[src/sv/hmt_pkg.sv]
package hmt_pkg;

  localparam int MAX_PEERS_DEF = 32;

  localparam int OP_W      = 2;
  localparam int ID_W      = 16;
  localparam int PORT_W    = 16;
  localparam int HB_W      = 32;
  localparam int TIME_W    = 32;
  localparam int TO_W      = 16;
  localparam int PER_W     = 8;
  localparam int EV_W      = 3;
  localparam int OUT_CNT_W = 6;
  localparam int CFG_IDX_W = 3;
  localparam int CFG_DAT_W = 16;

  // opcodes
  localparam logic [OP_W-1:0] OP_TICK     = 2'd0;
  localparam logic [OP_W-1:0] OP_GOSSIP   = 2'd1;
  localparam logic [OP_W-1:0] OP_JOIN_REP = 2'd2;
  localparam logic [OP_W-1:0] OP_JOIN_REQ = 2'd3;

  // result events
  localparam logic [EV_W-1:0] EV_TICK    = 3'd0;
  localparam logic [EV_W-1:0] EV_ADDED   = 3'd1;
  localparam logic [EV_W-1:0] EV_UPDATED = 3'd2;
  localparam logic [EV_W-1:0] EV_IGNORED = 3'd3;
  localparam logic [EV_W-1:0] EV_FULL    = 3'd4;

  // register indexes
  localparam logic [CFG_IDX_W-1:0] CFG_FAIL_TO  = 3'd0;
  localparam logic [CFG_IDX_W-1:0] CFG_CLEAN_TO = 3'd1;
  localparam logic [CFG_IDX_W-1:0] CFG_PERIOD   = 3'd2;
  localparam logic [CFG_IDX_W-1:0] CFG_SELF_ID  = 3'd3;
  localparam logic [CFG_IDX_W-1:0] CFG_SELF_PRT = 3'd4;
  localparam logic [CFG_IDX_W-1:0] CFG_IN_GROUP = 3'd5;

  // register reset values
  localparam logic [TO_W-1:0]   RST_FAIL_TO  = 16'd10;
  localparam logic [TO_W-1:0]   RST_CLEAN_TO = 16'd20;
  localparam logic [PER_W-1:0]  RST_PERIOD   = 8'd2;
  localparam logic [ID_W-1:0]   RST_SELF_ID  = 16'd1;
  localparam logic [PORT_W-1:0] RST_SELF_PRT = 16'd0;
  localparam logic              RST_IN_GROUP = 1'b1;

  // request broadcast to every cell while a scan runs
  typedef struct packed {
    logic [OP_W-1:0]   op;
    logic [ID_W-1:0]   id;
    logic [PORT_W-1:0] port;
    logic [HB_W-1:0]   hb;
    logic              sender;
    logic              self_hit;
    logic              evict_en;
    logic [TIME_W-1:0] now;
    logic [TO_W-1:0]   fail_to;
    logic [TO_W-1:0]   clean_to;
  } hmt_req_t;

  // status flags handed from cell to cell along the chain
  typedef struct packed {
    logic valid;
    logic found;
    logic upd;
    logic free_hit;
  } hmt_link_t;

endpackage

[src/sv/hmt_cell.sv]
module hmt_cell #(
  parameter int MAX_PEERS = hmt_pkg::MAX_PEERS_DEF,
  parameter int IDX       = 0
) (
  input  logic                          clk,
  input  logic                          rst_n,
  input  hmt_pkg::hmt_req_t             req,
  input  hmt_pkg::hmt_link_t            link_in,
  input  logic [$clog2(MAX_PEERS)-1:0]  free_idx_in,
  input  logic [$clog2(MAX_PEERS+1)-1:0] removed_in,
  input  logic                          add_en,
  input  logic [$clog2(MAX_PEERS)-1:0]  add_idx,
  output hmt_pkg::hmt_link_t            link_out,
  output logic [$clog2(MAX_PEERS)-1:0]  free_idx_out,
  output logic [$clog2(MAX_PEERS+1)-1:0] removed_out
);

  localparam int IdxW = $clog2(MAX_PEERS);
  localparam int CntW = $clog2(MAX_PEERS + 1);

  logic                       valid_r, valid_nxt;
  logic [hmt_pkg::ID_W-1:0]   id_r, id_nxt;
  logic [hmt_pkg::PORT_W-1:0] port_r, port_nxt;
  logic [hmt_pkg::HB_W-1:0]   hb_r, hb_nxt;
  logic [hmt_pkg::TIME_W-1:0] stamp_r, stamp_nxt;
  hmt_pkg::hmt_link_t         link_r, link_nxt;
  logic [IdxW-1:0]            free_idx_r, free_idx_nxt;
  logic [CntW-1:0]            removed_r, removed_nxt;

  logic [hmt_pkg::TIME_W-1:0] age;
  logic                       is_tick, match, active, evict, upd, take_free, load;

  always_comb begin
    age       = req.now - stamp_r;
    is_tick   = (req.op == hmt_pkg::OP_TICK);
    match     = valid_r && (id_r == req.id) && (port_r == req.port);
    active    = (age <= hmt_pkg::TIME_W'(req.fail_to)) || req.sender;
    evict     = link_in.valid && is_tick && req.evict_en && valid_r &&
                (age > hmt_pkg::TIME_W'(req.clean_to));
    upd       = link_in.valid && (req.op == hmt_pkg::OP_GOSSIP) && !req.self_hit &&
                match && active && (req.hb > hb_r);
    take_free = !is_tick && !valid_r && !link_in.free_hit;
    load      = add_en && (add_idx == IdxW'(IDX));

    link_nxt          = link_in;
    link_nxt.found    = link_in.found | (!is_tick && match);
    link_nxt.upd      = link_in.upd | upd;
    link_nxt.free_hit = link_in.free_hit | take_free;
    free_idx_nxt      = take_free ? IdxW'(IDX) : free_idx_in;
    removed_nxt       = removed_in + CntW'(evict);

    valid_nxt = valid_r;
    id_nxt    = id_r;
    port_nxt  = port_r;
    hb_nxt    = hb_r;
    stamp_nxt = stamp_r;
    if (load) begin
      valid_nxt = 1'b1;
      id_nxt    = req.id;
      port_nxt  = req.port;
      hb_nxt    = req.hb;
      stamp_nxt = req.now;
    end else if (evict) begin
      valid_nxt = 1'b0;
    end else if (upd) begin
      hb_nxt    = req.hb;
      stamp_nxt = req.now;
    end
  end

  always_ff @(posedge clk) begin
    if (!rst_n) begin
      valid_r <= 1'b0;
      link_r  <= '0;
    end else begin
      valid_r <= valid_nxt;
      link_r  <= link_nxt;
    end
    id_r       <= id_nxt;
    port_r     <= port_nxt;
    hb_r       <= hb_nxt;
    stamp_r    <= stamp_nxt;
    free_idx_r <= free_idx_nxt;
    removed_r  <= removed_nxt;
  end

  assign link_out     = link_r;
  assign free_idx_out = free_idx_r;
  assign removed_out  = removed_r;

endmodule

[config.mk]
export PLATFORM = sky130hd
export DESIGN_NAME = hmt_cell
export DESIGN_NICKNAME = d
export VERILOG_FILES = /design/src/sv/hmt_pkg.sv /design/src/sv/hmt_cell.sv
export SDC_FILE = /design/constraint.sdc
export NUM_CORES = 1
export LEC_CHECK = 0
export ABC_CLOCK_PERIOD_IN_PS = 20900
export BUFFER_PORTS_ARGS = -buffer_cell sky130_fd_sc_hd__clkbuf_2
export CORE_AREA = 2 2 120 122
export CTS_CLUSTER_SIZE = 10
export DETAILED_ROUTE_END_ITERATION = 8
export DIE_AREA = 0 0 122 124
export PLACE_DENSITY_LB_ADDON = 0.1
export SLEW_MARGIN = 10
export SYNTH_ARGS = -nofsm -noshare
export SYNTH_HDL_FRONTEND = slang
export SYNTH_SLANG_ARGS = --single-unit
[constraint.sdc]
create_clock -name clk -period 20.9 [get_ports clk]
set_input_delay 3.135 -clock clk [delete_from_list [all_inputs] [get_ports clk]]
set_output_delay 3.135 -clock clk [all_outputs]
set_load 0.02 [all_outputs]
==> impl_table.tex, run 1 <==
\begin{tabular}{lr}
\hline
Metric & Value \\
\hline
\multicolumn{2}{l}{\textbf{Setup path}} \\
\quad Worst reg2reg startpoint & stamp\_r[1]\$\_DFFE\_PP\_ \\
\quad Required time at the endpoint of the critical path & 20.88 ns \\
\quad CP Max Fanout & 53 \\
\quad Setup crit start & req[33] \\
\quad Worst setup path category & primary input to flip-flop \\
\quad Data arrival time of the worst path & 7.84 ns \\
\quad Crit start category & primary input \\
\quad Worst Setup End Kind & flip-flop \\
\multicolumn{2}{l}{\textbf{CTS}} \\
\quad Clk pin slew, worst setup/hold paths & 0.07 ns \\
\quad Clock root buffer & sky130\_fd\_sc\_hd\_\_clkbuf\_16 \\
\quad Number of sinks driven by the clock tree & 112 \\
\quad Num CTS Buffers & 9 \\
\quad Clock latency on the worst-skew pair & 0.36 ns \\
\quad Cts-stage hold buffer count & 0 \\
\quad TritonCTS clock tree & yes \\
\quad Number of instances resized during post-cts repair & 0 \\
\quad H-tree levels & 3 \\
\quad \# Post-CTS Setup Buffers & 0 \\
\quad Clock Path Buffers & 2 \\
\multicolumn{2}{l}{\textbf{Final layout}} \\
\quad Synth-to-layout area growth & 17.4\% \\
\quad Top library cells by usage in the layout, fill and taps aside & sky130\_fd\_sc\_hd\_\_clkbuf\_2 (170), sky130\_fd\_sc\_hd\_\_inv\_1 (107), sky130\_fd\_sc\_hd\_\_ha\_1 (97) \\
\quad Design Area, Final & 9200 um\^{}2 \\
\quad Layout cells sized above 1 & 21.6\% \\
\quad Final core occ & 67.0\% \\
\quad Total Nets Final & 1203 \\
\quad Most common cell after layout, fill and taps aside & sky130\_fd\_sc\_hd\_\_clkbuf\_2 \\
\quad Antenna fix cells & 0 \\
\multicolumn{2}{l}{\textbf{Route}} \\
\quad Final routed wirelength across all metal layers & 19300 um \\
\quad Antenna Violating Nets Remaining & 0 \\
\quad Iteration-0 DRC count of the detailed router & 403 \\
\quad Average wire length per cell after detail routing & 17.0 um \\
\quad Total via count in the routed design & 6550 \\
\quad Vias per std cell & 5.78 \\
\quad DRC violations left & 0 \\
\quad Pre-antenna DRT Iters & 5 \\
\multicolumn{2}{l}{\textbf{STA}} \\
\quad Period minus WS final & 7.86 ns \\
\quad Final cycle utilization of the critical path & 37.6\% \\
\quad Final Slew Violations & 0 \\
\quad RSZ-0062 raised after global routing & false \\
\quad Setup-violating endpoint count in the final report & 0 \\
\quad Final WS setup & 13.04 ns \\
\quad Relative slew margins & 52.1\% \\
\quad Final Hold Viols & 0 \\
\quad Clock Skew & 0.0155 ns \\
\quad Setup Total Neg Slack & 0 ns \\
\quad Max Clock Freq & 0.127 GHz \\
\quad Transition time at the pin with the least slew margin & 0.719 ns \\
\multicolumn{2}{l}{\textbf{Power and ir drop}} \\
\quad Post-layout power & 0.543 mW \\
\quad Proportion of power drawn by the clock network & 33.6\% \\
\quad Fraction of power consumed by combinational cells & 20.8\% \\
\quad Cell internal power dissipation & 0.397 mW \\
\quad Power density relative to cell area & 59.0 nW/um\^{}2 \\
\quad Worst-case vdd ir drop & 0.0000456 V \\
\quad Share of power burned in registers & 45.6\% \\
\quad Switching component of the power & 0.146 mW \\
\quad Sw frac & 26.9\% \\
\quad Leak pwr & 4.25 nW \\
\multicolumn{2}{l}{\textbf{Synth}} \\
\quad Number of enable-type register cells in the synthesized netlist & 96 \\
\quad Number of nets in the synthesized netlist & 1032 \\
\quad Post-synthesis async set-or-reset flop share & 0\% \\
\quad Sequential cell area fraction in the yosys report & 40.9\% \\
\quad FF+latch count, synth & 112 \\
\quad Mean instance size in the synthesized netlist & 10.1 um\^{}2 \\
\quad Main synth FF type & sky130\_fd\_sc\_hd\_\_edfxtp\_1 \\
\quad Cell area after technology mapping & 7840 um\^{}2 \\
\quad Distinct cells, synth & 76 \\
\quad Cell count after synthesis & 778 \\
\quad Yosys synthesis warning count & 0 \\
\multicolumn{2}{l}{\textbf{Job}} \\
\quad Max-cap viol count & 0 \\
\multicolumn{2}{l}{\textbf{Worst hold path}} \\
\quad Worst hold path class & flip-flop to flip-flop \\
\quad Hold Crit Start & valid\_r\$\_SDFFE\_PN0P\_ \\
\multicolumn{2}{l}{\textbf{Placement}} \\
\quad Routability-driven placement congestion ratio & 0.929 \\
\quad Area after DPL & 8880 um\^{}2 \\
\quad Worst setup slack after placement & 12.72 ns \\
\quad Number of buffers inserted by port buffering & 170 \\
\quad Half-perimeter wire length after detailed placement & 15600 um \\
\multicolumn{2}{l}{\textbf{GRT}} \\
\quad Total congestion overflow after global routing & 0 \\
\quad GRT Overall Usage & 26.1\% \\
\quad Via count of the first global-routing pass & 6488 \\
\quad Maximum number of pins on one net before global-route repair & 54 \\
\quad First-pass GRT wire length & 30800 um \\
\quad Initial antenna violation count & 1 \\
\multicolumn{2}{l}{\textbf{Die}} \\
\quad Number of ports placed on the die boundary & 171 \\
\quad Die extent in x & 122 um \\
\quad Core Region & 13700 um\^{}2 \\
\quad Starting Density & 57.1\% \\
\quad Die area & 15100 um\^{}2 \\
\quad Site row count & 43 \\
\quad Die span in y & 124 um \\
\multicolumn{2}{l}{\textbf{Outcome}} \\
\quad Result of the run & finished, final reports clean \\
\hline
\end{tabular}
## cell families (layout without fill, tap and decap cells)
| kind of cell | count (synthesis) | after routing | share of synthesized area [%] |
|---|---|---|---|
| buffers and inverters | 120 | 296 | 6.02 |
| multiplexers | 4 | 4 | 0.527 |
| XOR/XNOR | 52 | 52 | 5.81 |
| adder cells (fa/ha/maj) | 98 | 98 | 15.7 |
| AND/OR/NAND/NOR | 202 | 202 | 13.9 |
| AO/OA/AOI/OAI | 190 | 190 | 17.1 |
| flip-flops | 112 | 112 | 40.9 |
## worst paths after layout
kind,endpoint,slack [ns],cells after the start
max,hb_r[8]$_DFFE_PP_,13.04,20
min reg2reg,valid_r$_SDFFE_PN0P_,0.64,2
min,valid_r$_SDFFE_PN0P_,0.64,2
max reg2reg,hb_r[8]$_DFFE_PP_,15.48,20
## flip-flops by register name, summed over array words and instances, names as in the netlist
register / count
removed_out: 6
id_r: 16
free_idx_out: 5
link_out: 4
port_r: 16
stamp_r: 32
hb_r: 32
valid_r: 1
## power by group through the flow
| stage | combinational, mW | clock (mW) | sequential, mW |
|---|---|---|---|
| after detailed placement | 0.111 | 0 | 0.253 |
| after floorplan | 0.0695 | 0 | 0.255 |
| after global placement | 0.108 | 0 | 0.253 |
| after CTS | 0.112 | 0.186 | 0.248 |
| after global routing | 0.126 | 0.193 | 0.248 |
| final | 0.113 | 0.182 | 0.248 |
## metrics by stage
stage | instances | hold WS [ns]
finish | 1134 | 0.640
CTS | 1134 | 0.645
detailed placement | 1118 | 0.626
floorplan | 778 | 0.551
global route | 1134 | 0.684
global placement | 1118 | 0.626
## Yosys cell counts, types with 4 or more instances
master	count	area share, %
sky130_fd_sc_hd__dfxtp_1	16	4.1
sky130_fd_sc_hd__buf_2	8	0.51
sky130_fd_sc_hd__o21bai_1	6	0.57
sky130_fd_sc_hd__xnor2_1	38	4.2
sky130_fd_sc_hd__ha_1	97	15
sky130_fd_sc_hd__or2_2	4	0.32
sky130_fd_sc_hd__nor2_1	36	1.7
sky130_fd_sc_hd__nor3_1	15	0.96
sky130_fd_sc_hd__nand3_1	24	1.5
sky130_fd_sc_hd__a211oi_1	6	0.57
sky130_fd_sc_hd__o21ai_0	21	1.3
sky130_fd_sc_hd__nor2b_1	13	1.0
sky130_fd_sc_hd__xor2_1	14	1.6
sky130_fd_sc_hd__a21oi_1	39	2.5
sky130_fd_sc_hd__o22ai_1	4	0.32
sky130_fd_sc_hd__o21a_1	18	1.7
sky130_fd_sc_hd__edfxtp_1	96	37
sky130_fd_sc_hd__inv_1	107	5.1
sky130_fd_sc_hd__a21o_1	34	3.3
sky130_fd_sc_hd__nand2_1	37	1.8
sky130_fd_sc_hd__nand4_1	30	2.4
sky130_fd_sc_hd__and3_1	7	0.56
sky130_fd_sc_hd__o2111ai_1	6	0.67
sky130_fd_sc_hd__a31oi_1	10	0.80
sky130_fd_sc_hd__o211ai_1	5	0.48
sky130_fd_sc_hd__nor4_1	13	1.0
## area by class of cell
class,instances,area [um^2]
multi-input combinational,546,4180
sequential,112,3200
tap,180,225
clock buffer,12,256
timing repair buffer,173,873
inverter,107,402
fill,1142,4520
clock inverter,4,57.6
## routing by layer
metal / track usage (%) / up-vias / part of all wire, %
li1: - / 3237 / -
met1: 32.6 / 3051 / 44
met2: 44.5 / 230 / 48
met3: 6.96 / 30 / 7.0
met4: 7.69 / 2 / 1.6
met5: 0 / - / 0.068
## critical path, cell delays in order
cell                        delay [ns]
sky130_fd_sc_hd__clkbuf_2         0.10
sky130_fd_sc_hd__ha_1             0.28
sky130_fd_sc_hd__nor2b_1          0.14
sky130_fd_sc_hd__o2111ai_1        0.29
sky130_fd_sc_hd__nand3_1          0.17
sky130_fd_sc_hd__a21o_1           0.21
sky130_fd_sc_hd__a21o_1           0.19
sky130_fd_sc_hd__a21o_1           0.17
sky130_fd_sc_hd__a21oi_1          0.18
sky130_fd_sc_hd__xnor2_1          0.18
sky130_fd_sc_hd__ha_1             0.30
sky130_fd_sc_hd__a21o_1           0.19
sky130_fd_sc_hd__a21o_1           0.17
sky130_fd_sc_hd__a21o_1           0.17
sky130_fd_sc_hd__a21oi_1          0.13
sky130_fd_sc_hd__o21ai_0          0.11
sky130_fd_sc_hd__o31ai_1          0.39
sky130_fd_sc_hd__a41oi_1          0.22
sky130_fd_sc_hd__o21bai_4         0.41
sky130_fd_sc_hd__buf_4            0.62
Note: power is estimated with default switching activity, not from simulation.
==> run 2: changes to the inputs <==
ABC_CLOCK_PERIOD_IN_PS = 7820   (was 20900)
CORE_AREA = 2 2 122 124   (was 2 2 120 122)
DIE_AREA = 0 0 124 126   (was 0 0 122 124)
clock period = 7.82 ns   (was 20.9 ns; I/O delays follow)
==> impl_table.tex, run 2 (synthesis gave the netlist of run 1 again) <==
\begin{tabular}{lr}
\hline
Metric & Value \\
\hline
\multicolumn{2}{l}{\textbf{Die}} \\
\quad Die area & 15600 um\^{}2 (was 15100 um\^{}2) \\
\quad Die extent in x & 124 um (was 122 um) \\
\quad Core Region & 14300 um\^{}2 (was 13700 um\^{}2) \\
\quad Number of ports placed on the die boundary & 171 (unchanged) \\
\quad Die span in y & 126 um (was 124 um) \\
\quad Site row count & 44 (was 43) \\
\quad Starting Density & 54.7\% (was 57.1\%) \\
\multicolumn{2}{l}{\textbf{Setup path}} \\
\quad Kind of cell with the highest combined delay on the critical path & compound AO/OA/AOI/OAI gates (unchanged) \\
\quad Crit start category & primary input (unchanged) \\
\quad Chain of cells forming the critical path & clkbuf\_2 -> ha\_1 -> nor2b\_1 -> o2111ai\_1 -> nand3\_1 -> a21o\_1 -> a21o\_1 -> a21o\_1 -> a21oi\_1 -> xnor2\_1 -> ha\_1 -> a21o\_1 -> a21o\_1 -> a21o\_1 -> a21oi\_1 -> o21ai\_0 -> o31ai\_1 -> a41oi\_1 -> o21bai\_4 -> buf\_12 (was clkbuf\_2 -> ha\_1 -> nor2b\_1 -> o2111ai\_1 -> nand3\_1 -> a21o\_1 -> a21o\_1 -> a21o\_1 -> a21oi\_1 -> xnor2\_1 -> ha\_1 -> a21o\_1 -> a21o\_1 -> a21o\_1 -> a21oi\_1 -> o21ai\_0 -> o31ai\_1 -> a41oi\_1 -> o21bai\_4 -> buf\_4) \\
\quad Capture instance of the worst register-to-register path & stamp\_r[4]\$\_DFFE\_PP\_ (was hb\_r[8]\$\_DFFE\_PP\_) \\
\quad CP Max Fanout & 46 (was 53) \\
\quad Worst reg2reg setup slack & 2.43 ns (was 15.48 ns) \\
\quad Worst reg2reg startpoint & stamp\_r[1]\$\_DFFE\_PP\_ (unchanged) \\
\quad Critical path buffers and inverters & 2 (unchanged) \\
\quad Required time at the endpoint of the critical path & 7.87 ns (was 20.88 ns) \\
\quad Most Frequent Cell on Critical Path & sky130\_fd\_sc\_hd\_\_a21o\_1 (unchanged) \\
\quad Delay contributed by the slowest stage of the critical path & 0.62 ns (about the same) \\
\quad Number of cells on the worst reg-to-reg path & 20 (unchanged) \\
\quad Highest-delay cell along the critical path & sky130\_fd\_sc\_hd\_\_o21bai\_4 (was sky130\_fd\_sc\_hd\_\_buf\_4) \\
\quad Setup crit start & req[33] (unchanged) \\
\quad Worst setup path category & primary input to flip-flop (unchanged) \\
\quad Last element of the critical path & stamp\_r[4]\$\_DFFE\_PP\_ (was hb\_r[8]\$\_DFFE\_PP\_) \\
\quad Number of gates on the worst path with buffers counted & 20 (unchanged) \\
\quad Worst Setup End Kind & flip-flop (unchanged) \\
\quad Data arrival time of the worst path & 5.92 ns (was 7.84 ns) \\
\multicolumn{2}{l}{\textbf{CTS}} \\
\quad Number of instances resized during post-cts repair & 0 (unchanged) \\
\quad Num CTS Buffers & 9 (unchanged) \\
\quad Clock root buffer & sky130\_fd\_sc\_hd\_\_clkbuf\_16 (unchanged) \\
\quad TritonCTS clock tree & yes (unchanged) \\
\quad Number of sinks driven by the clock tree & 112 (unchanged) \\
\quad Cts-stage hold buffer count & 0 (unchanged) \\
\quad H-tree levels & 3 (unchanged) \\
\quad \# Post-CTS Setup Buffers & 0 (unchanged) \\
\quad Clk pin slew, worst setup/hold paths & 0.08 ns (was 0.07 ns) \\
\quad Clock Path Buffers & 2 (unchanged) \\
\quad Clock latency on the worst-skew pair & 0.36 ns (about the same) \\
\multicolumn{2}{l}{\textbf{GRT}} \\
\quad Via count of the first global-routing pass & 6690 (was 6488) \\
\quad First-pass GRT wire length & 31300 um (was 30800 um) \\
\quad GRT Overall Usage & 25.5\% (was 26.1\%) \\
\quad Maximum number of pins on one net before global-route repair & 47 (was 54) \\
\quad Initial antenna violation count & 0 (was 1) \\
\quad Total congestion overflow after global routing & 0 (unchanged) \\
\multicolumn{2}{l}{\textbf{Route}} \\
\quad Antenna Violating Nets Remaining & 0 (unchanged) \\
\quad Average wire length per cell after detail routing & 17.1 um (was 17.0 um) \\
\quad Pre-antenna DRT Iters & 5 (unchanged) \\
\quad Vias per std cell & 5.68 (was 5.78) \\
\quad Detail Route met2 WL & 9490 um (was 9190 um) \\
\quad DRC violations left & 0 (unchanged) \\
\quad Iteration-0 DRC count of the detailed router & 334 (was 403) \\
\quad Total via count in the routed design & 6463 (was 6550) \\
\quad Met1 routed wirelength after detailed routing & 8580 um (was 8400 um) \\
\quad Final routed wirelength across all metal layers & 19500 um (was 19300 um) \\
\quad Top sig layer & met4 (was met5) \\
\quad Met3 wire length & 1100 um (was 1340 um) \\
\multicolumn{2}{l}{\textbf{Power and ir drop}} \\
\quad Sw frac & 28.6\% (was 26.9\%) \\
\quad Cell internal power dissipation & 1.05 mW (was 0.397 mW) \\
\quad Leak pwr & 4.25 nW (about the same) \\
\quad Fraction of power consumed by combinational cells & 20.6\% (was 20.8\%) \\
\quad Switching component of the power & 0.420 mW (was 0.146 mW) \\
\quad Proportion of power drawn by the clock network & 34.4\% (was 33.6\%) \\
\quad Power density relative to cell area & 159 nW/um\^{}2 (was 59.0 nW/um\^{}2) \\
\quad Worst-case vdd ir drop & 0.000183 V (was 0.0000456 V) \\
\quad Share of power burned in registers & 45.0\% (was 45.6\%) \\
\multicolumn{2}{l}{\textbf{STA}} \\
\quad RSZ-0062 raised after global routing & false (unchanged) \\
\quad Relative slew margins & 49.1\% (was 52.1\%) \\
\quad Clock Skew & 0.0100 ns (was 0.0155 ns) \\
\quad Final Slew Violations & 0 (unchanged) \\
\quad Transition time at the pin with the least slew margin & 0.753 ns (was 0.719 ns) \\
\quad Setup-violating endpoint count in the final report & 0 (unchanged) \\
\quad Setup Total Neg Slack & 0 ns (unchanged) \\
\quad Period minus WS final & 5.88 ns \\
\quad Final Hold Viols & 0 (unchanged) \\
\quad Final cycle utilization of the critical path & 75.2\% \\
\quad Final WS setup & 1.94 ns (was 13.04 ns) \\
\quad Max Clock Freq & 0.170 GHz \\
\multicolumn{2}{l}{\textbf{Placement}} \\
\quad Routability-driven placement congestion ratio & 0.888 (was 0.929) \\
\quad Half-perimeter wire length after detailed placement & 15800 um (was 15600 um) \\
\quad Worst setup slack after placement & 1.59 ns (was 12.72 ns) \\
\quad Number of buffers inserted by port buffering & 170 (unchanged) \\
\multicolumn{2}{l}{\textbf{Final layout}} \\
\quad Largest registers ranked by flip-flop count & hb\_r (32), stamp\_r (32) (unchanged) \\
\quad Synth-to-layout area growth & 17.6\% (was 17.4\%) \\
\quad Total Nets Final & 1202 (was 1203) \\
\quad Most common cell after layout, fill and taps aside & sky130\_fd\_sc\_hd\_\_clkbuf\_2 (unchanged) \\
\quad Layout cells sized above 1 & 21.6\% (about the same) \\
\quad Antenna fix cells & 0 (unchanged) \\
\quad Top library cells by usage in the layout, fill and taps aside & sky130\_fd\_sc\_hd\_\_clkbuf\_2 (170), sky130\_fd\_sc\_hd\_\_inv\_1 (107), sky130\_fd\_sc\_hd\_\_ha\_1 (97) (unchanged) \\
\multicolumn{2}{l}{\textbf{Outcome}} \\
\quad Result of the run & finished, final reports clean (unchanged) \\
\multicolumn{2}{l}{\textbf{Worst hold path}} \\
\quad Worst hold path class & flip-flop to flip-flop (unchanged) \\
\multicolumn{2}{l}{\textbf{Job}} \\
\quad Max-cap viol count & 0 (unchanged) \\
\hline
\end{tabular}
==> run 2: cell count changes in the layout (fill, tap and decap cells not counted) <==
cell	previous run	this run
sky130_fd_sc_hd__buf_4	3	1
sky130_fd_sc_hd__clkbuf_8	2	0
sky130_fd_sc_hd__clkinv_8	0	2
sky130_fd_sc_hd__inv_6	1	3
sky130_fd_sc_hd__buf_12	0	1
sky130_fd_sc_hd__clkbuf_1	1	0
sky130_fd_sc_hd__inv_8	1	0
==> run 2: per-stage QoR <==
step | hold slack [ns] | utilization [%] | std cells | power (mW) | instance area, um^2
2_1_floorplan | 0.551 | - | 778 | 0.866 | 7840
3_3_place_gp | 0.622 | 62.1 | 1121 | 0.965 | 8890
3_5_place_dp | 0.624 | 62.1 | 1121 | 0.974 | 8890
4_1_cts | 0.645 | 64.4 | 1137 | 1.48 | 9210
5_1_grt | 0.686 | 64.4 | 1137 | 1.53 | 9210
6_report | 0.642 | 64.4 | 1137 | 1.47 | 9210
==> run 2: worst min path at each step <==
stage | from | endpoint | cells after the start | slack (ns)
2_1_floorplan | valid_r$_SDFFE_PN0P_ | link_out[0]$_SDFF_PN0_ | 2 | 0.55
3_5_place_dp | valid_r$_SDFFE_PN0P_ | link_out[0]$_SDFF_PN0_ | 2 | 0.62
3_3_place_gp | valid_r$_SDFFE_PN0P_ | valid_r$_SDFFE_PN0P_ | 2 | 0.62
6_report | valid_r$_SDFFE_PN0P_ | link_out[0]$_SDFF_PN0_ | 2 | 0.64
4_1_cts | valid_r$_SDFFE_PN0P_ | link_out[0]$_SDFF_PN0_ | 2 | 0.64
5_1_grt | valid_r$_SDFFE_PN0P_ | link_out[0]$_SDFF_PN0_ | 2 | 0.69
==> run 2: worst reg2reg max path, stage by stage, from the launching register on <==
cell and delay, ns:
sky130_fd_sc_hd__edfxtp_1 0.42, sky130_fd_sc_hd__inv_1 0.08, sky130_fd_sc_hd__ha_1 0.21, sky130_fd_sc_hd__nor2b_1 0.14, sky130_fd_sc_hd__o2111ai_1 0.29, sky130_fd_sc_hd__nand3_1 0.18, sky130_fd_sc_hd__a21o_1 0.21, sky130_fd_sc_hd__a21o_1 0.19
sky130_fd_sc_hd__a21o_1 0.17, sky130_fd_sc_hd__a21oi_1 0.18, sky130_fd_sc_hd__xnor2_1 0.18, sky130_fd_sc_hd__ha_1 0.29, sky130_fd_sc_hd__a21o_1 0.19, sky130_fd_sc_hd__a21o_1 0.17, sky130_fd_sc_hd__a21o_1 0.17, sky130_fd_sc_hd__a21oi_1 0.13
sky130_fd_sc_hd__o21ai_0 0.11, sky130_fd_sc_hd__o31ai_1 0.53, sky130_fd_sc_hd__a41oi_1 0.25, sky130_fd_sc_hd__o21bai_4 0.62, sky130_fd_sc_hd__buf_12 0.34
==> run 2: layer usage <==
metal	vias up	GRT usage, %
met5	-	0
met4	0	6.87
met3	24	5.39
met2	192	44.1
met1	3017	32.1
li1	3230	-
==> run 2: power by group through the flow <==
stage          clock network (mW)  logic (mW)  registers (mW)
2_1_floorplan                   0       0.186           0.680
3_3_place_gp                    0       0.291           0.674
3_5_place_dp                    0       0.299           0.675
4_1_cts                     0.515       0.302           0.661
5_1_grt                     0.534       0.338           0.662
6_report                    0.505       0.303           0.661
==> run 2: cell type report <==
type | instances | area [um^2]
clock buffers | 9 | 225
clock inverters | 7 | 96.3
fillers | 1228 | 5100
inverters | 107 | 402
multi-input cells | 546 | 4180
flip-flops and latches | 112 | 3200
well taps | 184 | 230
repair buffers | 172 | 878
==> run 3: changes to the inputs <==
ABC_CLOCK_PERIOD_IN_PS = 6150   (was 7820)
clock period = 6.15 ns   (was 7.82 ns; I/O delays follow)
==> impl_table.tex, run 3 (synthesis gave the netlist of run 1 again) <==
\begin{tabular}{lr}
\hline
Metric & Value \\
\hline
\multicolumn{2}{l}{\textbf{Setup path}} \\
\quad Required time at the endpoint of the critical path & 6.15 ns (was 7.87 ns) \\
\quad Data arrival time of the worst path & 5.28 ns (was 5.92 ns) \\
\quad Worst setup path category & primary input to flip-flop (unchanged) \\
\quad CP Max Fanout & 45 (was 46) \\
\quad Most Frequent Cell on Critical Path & sky130\_fd\_sc\_hd\_\_a21o\_1 (unchanged) \\
\quad Delay contributed by the slowest stage of the critical path & 0.51 ns (was 0.62 ns) \\
\quad Highest-delay cell along the critical path & sky130\_fd\_sc\_hd\_\_buf\_4 (was sky130\_fd\_sc\_hd\_\_o21bai\_4) \\
\quad Worst Setup End Kind & flip-flop (unchanged) \\
\quad Chain of cells forming the critical path & clkbuf\_2 -> ha\_1 -> nor2b\_1 -> o2111ai\_1 -> nand3\_1 -> a21o\_1 -> a21o\_1 -> a21o\_1 -> a21oi\_1 -> xnor2\_1 -> ha\_1 -> a21o\_1 -> a21o\_1 -> a21o\_1 -> a21oi\_1 -> o21ai\_0 -> o221a\_2 -> o31ai\_1 -> a41oi\_1 -> o21bai\_4 -> buf\_4 (was clkbuf\_2 -> ha\_1 -> nor2b\_1 -> o2111ai\_1 -> nand3\_1 -> a21o\_1 -> a21o\_1 -> a21o\_1 -> a21oi\_1 -> xnor2\_1 -> ha\_1 -> a21o\_1 -> a21o\_1 -> a21o\_1 -> a21oi\_1 -> o21ai\_0 -> o31ai\_1 -> a41oi\_1 -> o21bai\_4 -> buf\_12) \\
\quad Kind of cell with the highest combined delay on the critical path & compound AO/OA/AOI/OAI gates (unchanged) \\
\quad Critical path buffers and inverters & 2 (unchanged) \\
\quad Crit start category & primary input (unchanged) \\
\multicolumn{2}{l}{\textbf{STA}} \\
\quad Final Slew Violations & 0 (unchanged) \\
\quad Clock Skew & 0.0145 ns (was 0.0100 ns) \\
\quad Period minus WS final & 5.29 ns \\
\quad Max Clock Freq & 0.189 GHz \\
\quad Setup Total Neg Slack & 0 ns (unchanged) \\
\quad Final Hold Viols & 0 (unchanged) \\
\quad RSZ-0062 raised after global routing & false (unchanged) \\
\quad Relative slew margins & 54.9\% (was 49.1\%) \\
\quad Transition time at the pin with the least slew margin & 0.671 ns (was 0.753 ns) \\
\quad Final WS setup & 0.864 ns (was 1.94 ns) \\
\quad Setup-violating endpoint count in the final report & 0 (unchanged) \\
\quad Final cycle utilization of the critical path & 85.9\% \\
\multicolumn{2}{l}{\textbf{Outcome}} \\
\quad Result of the run & finished, final reports clean (unchanged) \\
\multicolumn{2}{l}{\textbf{Route}} \\
\quad Total via count in the routed design & 6554 (was 6463) \\
\quad Antenna Violating Nets Remaining & 0 (unchanged) \\
\quad Final routed wirelength across all metal layers & 19800 um (was 19500 um) \\
\quad Iteration-0 DRC count of the detailed router & 423 (was 334) \\
\quad DRC violations left & 0 (unchanged) \\
\quad Pre-antenna DRT Iters & 5 (unchanged) \\
\quad Vias per std cell & 5.76 (was 5.68) \\
\quad Average wire length per cell after detail routing & 17.4 um (was 17.1 um) \\
\multicolumn{2}{l}{\textbf{CTS}} \\
\quad \# Post-CTS Setup Buffers & 0 (unchanged) \\
\quad Clk pin slew, worst setup/hold paths & 0.08 ns (about the same) \\
\quad Num CTS Buffers & 9 (unchanged) \\
\quad TritonCTS clock tree & yes (unchanged) \\
\quad Number of sinks driven by the clock tree & 112 (unchanged) \\
\quad Number of instances resized during post-cts repair & 0 (unchanged) \\
\quad Clock Path Buffers & 2 (unchanged) \\
\quad H-tree levels & 3 (unchanged) \\
\quad Cts-stage hold buffer count & 0 (unchanged) \\
\quad Clock root buffer & sky130\_fd\_sc\_hd\_\_clkbuf\_16 (unchanged) \\
\quad Clock latency on the worst-skew pair & 0.36 ns (about the same) \\
\multicolumn{2}{l}{\textbf{Die}} \\
\quad Starting Density & 54.7\% (unchanged) \\
\quad Number of ports placed on the die boundary & 171 (unchanged) \\
\quad Die extent in x & 124 um (unchanged) \\
\quad Die area & 15600 um\^{}2 (unchanged) \\
\quad Die span in y & 126 um (unchanged) \\
\quad Site row count & 44 (unchanged) \\
\quad Core Region & 14300 um\^{}2 (unchanged) \\
\multicolumn{2}{l}{\textbf{Final layout}} \\
\quad Most common cell after layout, fill and taps aside & sky130\_fd\_sc\_hd\_\_clkbuf\_2 (unchanged) \\
\quad Largest registers ranked by flip-flop count & hb\_r (32), stamp\_r (32) (unchanged) \\
\quad Top library cells by usage in the layout, fill and taps aside & sky130\_fd\_sc\_hd\_\_clkbuf\_2 (170), sky130\_fd\_sc\_hd\_\_inv\_1 (107), sky130\_fd\_sc\_hd\_\_ha\_1 (97) (unchanged) \\
\quad Antenna fix cells & 0 (unchanged) \\
\quad Synth-to-layout area growth & 17.4\% (was 17.6\%) \\
\quad Final standard cell count with taps included and fillers excluded & 1138 (was 1137) \\
\quad Total Nets Final & 1203 (was 1202) \\
\quad Design Area, Final & 9200 um\^{}2 (was 9210 um\^{}2) \\
\quad Layout cells sized above 1 & 21.6\% (about the same) \\
\multicolumn{2}{l}{\textbf{GRT}} \\
\quad First-pass GRT wire length & 31700 um (was 31300 um) \\
\quad Maximum number of pins on one net before global-route repair & 46 (was 47) \\
\quad Via count of the first global-routing pass & 6822 (was 6690) \\
\quad GRT Overall Usage & 25.8\% (was 25.5\%) \\
\quad Initial antenna violation count & 1 (was 0) \\
\quad Total congestion overflow after global routing & 0 (unchanged) \\
\multicolumn{2}{l}{\textbf{Power and ir drop}} \\
\quad Leak pwr & 4.25 nW (about the same) \\
\quad Power density relative to cell area & 203 nW/um\^{}2 (was 159 nW/um\^{}2) \\
\quad Worst-case vdd ir drop & 0.000129 V (was 0.000183 V) \\
\multicolumn{2}{l}{\textbf{Worst hold path}} \\
\quad Worst hold path class & flip-flop to flip-flop (unchanged) \\
\multicolumn{2}{l}{\textbf{Placement}} \\
\quad Half-perimeter wire length after detailed placement & 16000 um (was 15800 um) \\
\quad Number of buffers inserted by port buffering & 170 (unchanged) \\
\quad Post-Place Cells & 1122 (was 1121) \\
\quad Routability-driven placement congestion ratio & 0.932 (was 0.888) \\
\quad Worst setup slack after placement & 0.540 ns (was 1.59 ns) \\
\quad Area after DPL & 8890 um\^{}2 (about the same) \\
\multicolumn{2}{l}{\textbf{Job}} \\
\quad Max-cap viol count & 0 (unchanged) \\
\hline
\end{tabular}
## run 3: per-layer routing
| metal | routed length [um] | share of wire, % | global-route usage, % | vias up |
|---|---|---|---|---|
| li1 | - | - | - | 3230 |
| met1 | 8530 | 43 | 32.9 | 3029 |
| met2 | 9510 | 48 | 43.5 | 261 |
| met3 | 1370 | 6.9 | 5.34 | 34 |
| met4 | 382 | 1.9 | 8.66 | 0 |
| met5 | 0 | 0 | 0 | - |
## run 3: report_power, final
part           total [mW]  leakage [nW]  switching (mW)  internal, mW
Clock               0.638         0.153           0.302         0.336
Sequential          0.840         0.999         0.00424         0.836
Combinational       0.386          3.10           0.217         0.169
## run 3: path summary, 6_finish.rpt
kind / cells past startpoint / slack [ns] / startpoint / to
worst max-delay path: 21 / 0.86 / req[33] / stamp_r[22]$_DFFE_PP_
worst min-delay path: 2 / 0.63 / valid_r$_SDFFE_PN0P_ / link_out[0]$_SDFF_PN0_
worst max register to register: 21 / 1.08 / stamp_r[1]$_DFFE_PP_ / stamp_r[22]$_DFFE_PP_
worst min register to register: 2 / 0.63 / valid_r$_SDFFE_PN0P_ / link_out[0]$_SDFF_PN0_
## run 3: tightest hold or removal path: stages (launching register included)
cell                      delay, ns
sky130_fd_sc_hd__dfxtp_1       0.37
sky130_fd_sc_hd__nor2_1        0.12
sky130_fd_sc_hd__o21a_1        0.11
## run 3: per-stage QoR
step           util, %  power, mW  hold WS [ns]
3_5_place_dp      62.1       1.24         0.596
3_3_place_gp      62.1       1.22         0.597
2_1_floorplan        -       1.10         0.551
4_1_cts           64.3       1.87         0.619
5_1_grt           64.3       1.94         0.668
6_report          64.3       1.86         0.630
## run 3: layout make-up
class | count | area (um^2)
fillers | 1217 | 5110
multi-input cells | 546 | 4180
flip-flops and latches | 112 | 3200
repair buffers | 173 | 873
inverters | 107 | 402
clock buffers | 11 | 243
well taps | 184 | 230
clock inverters | 5 | 72.6
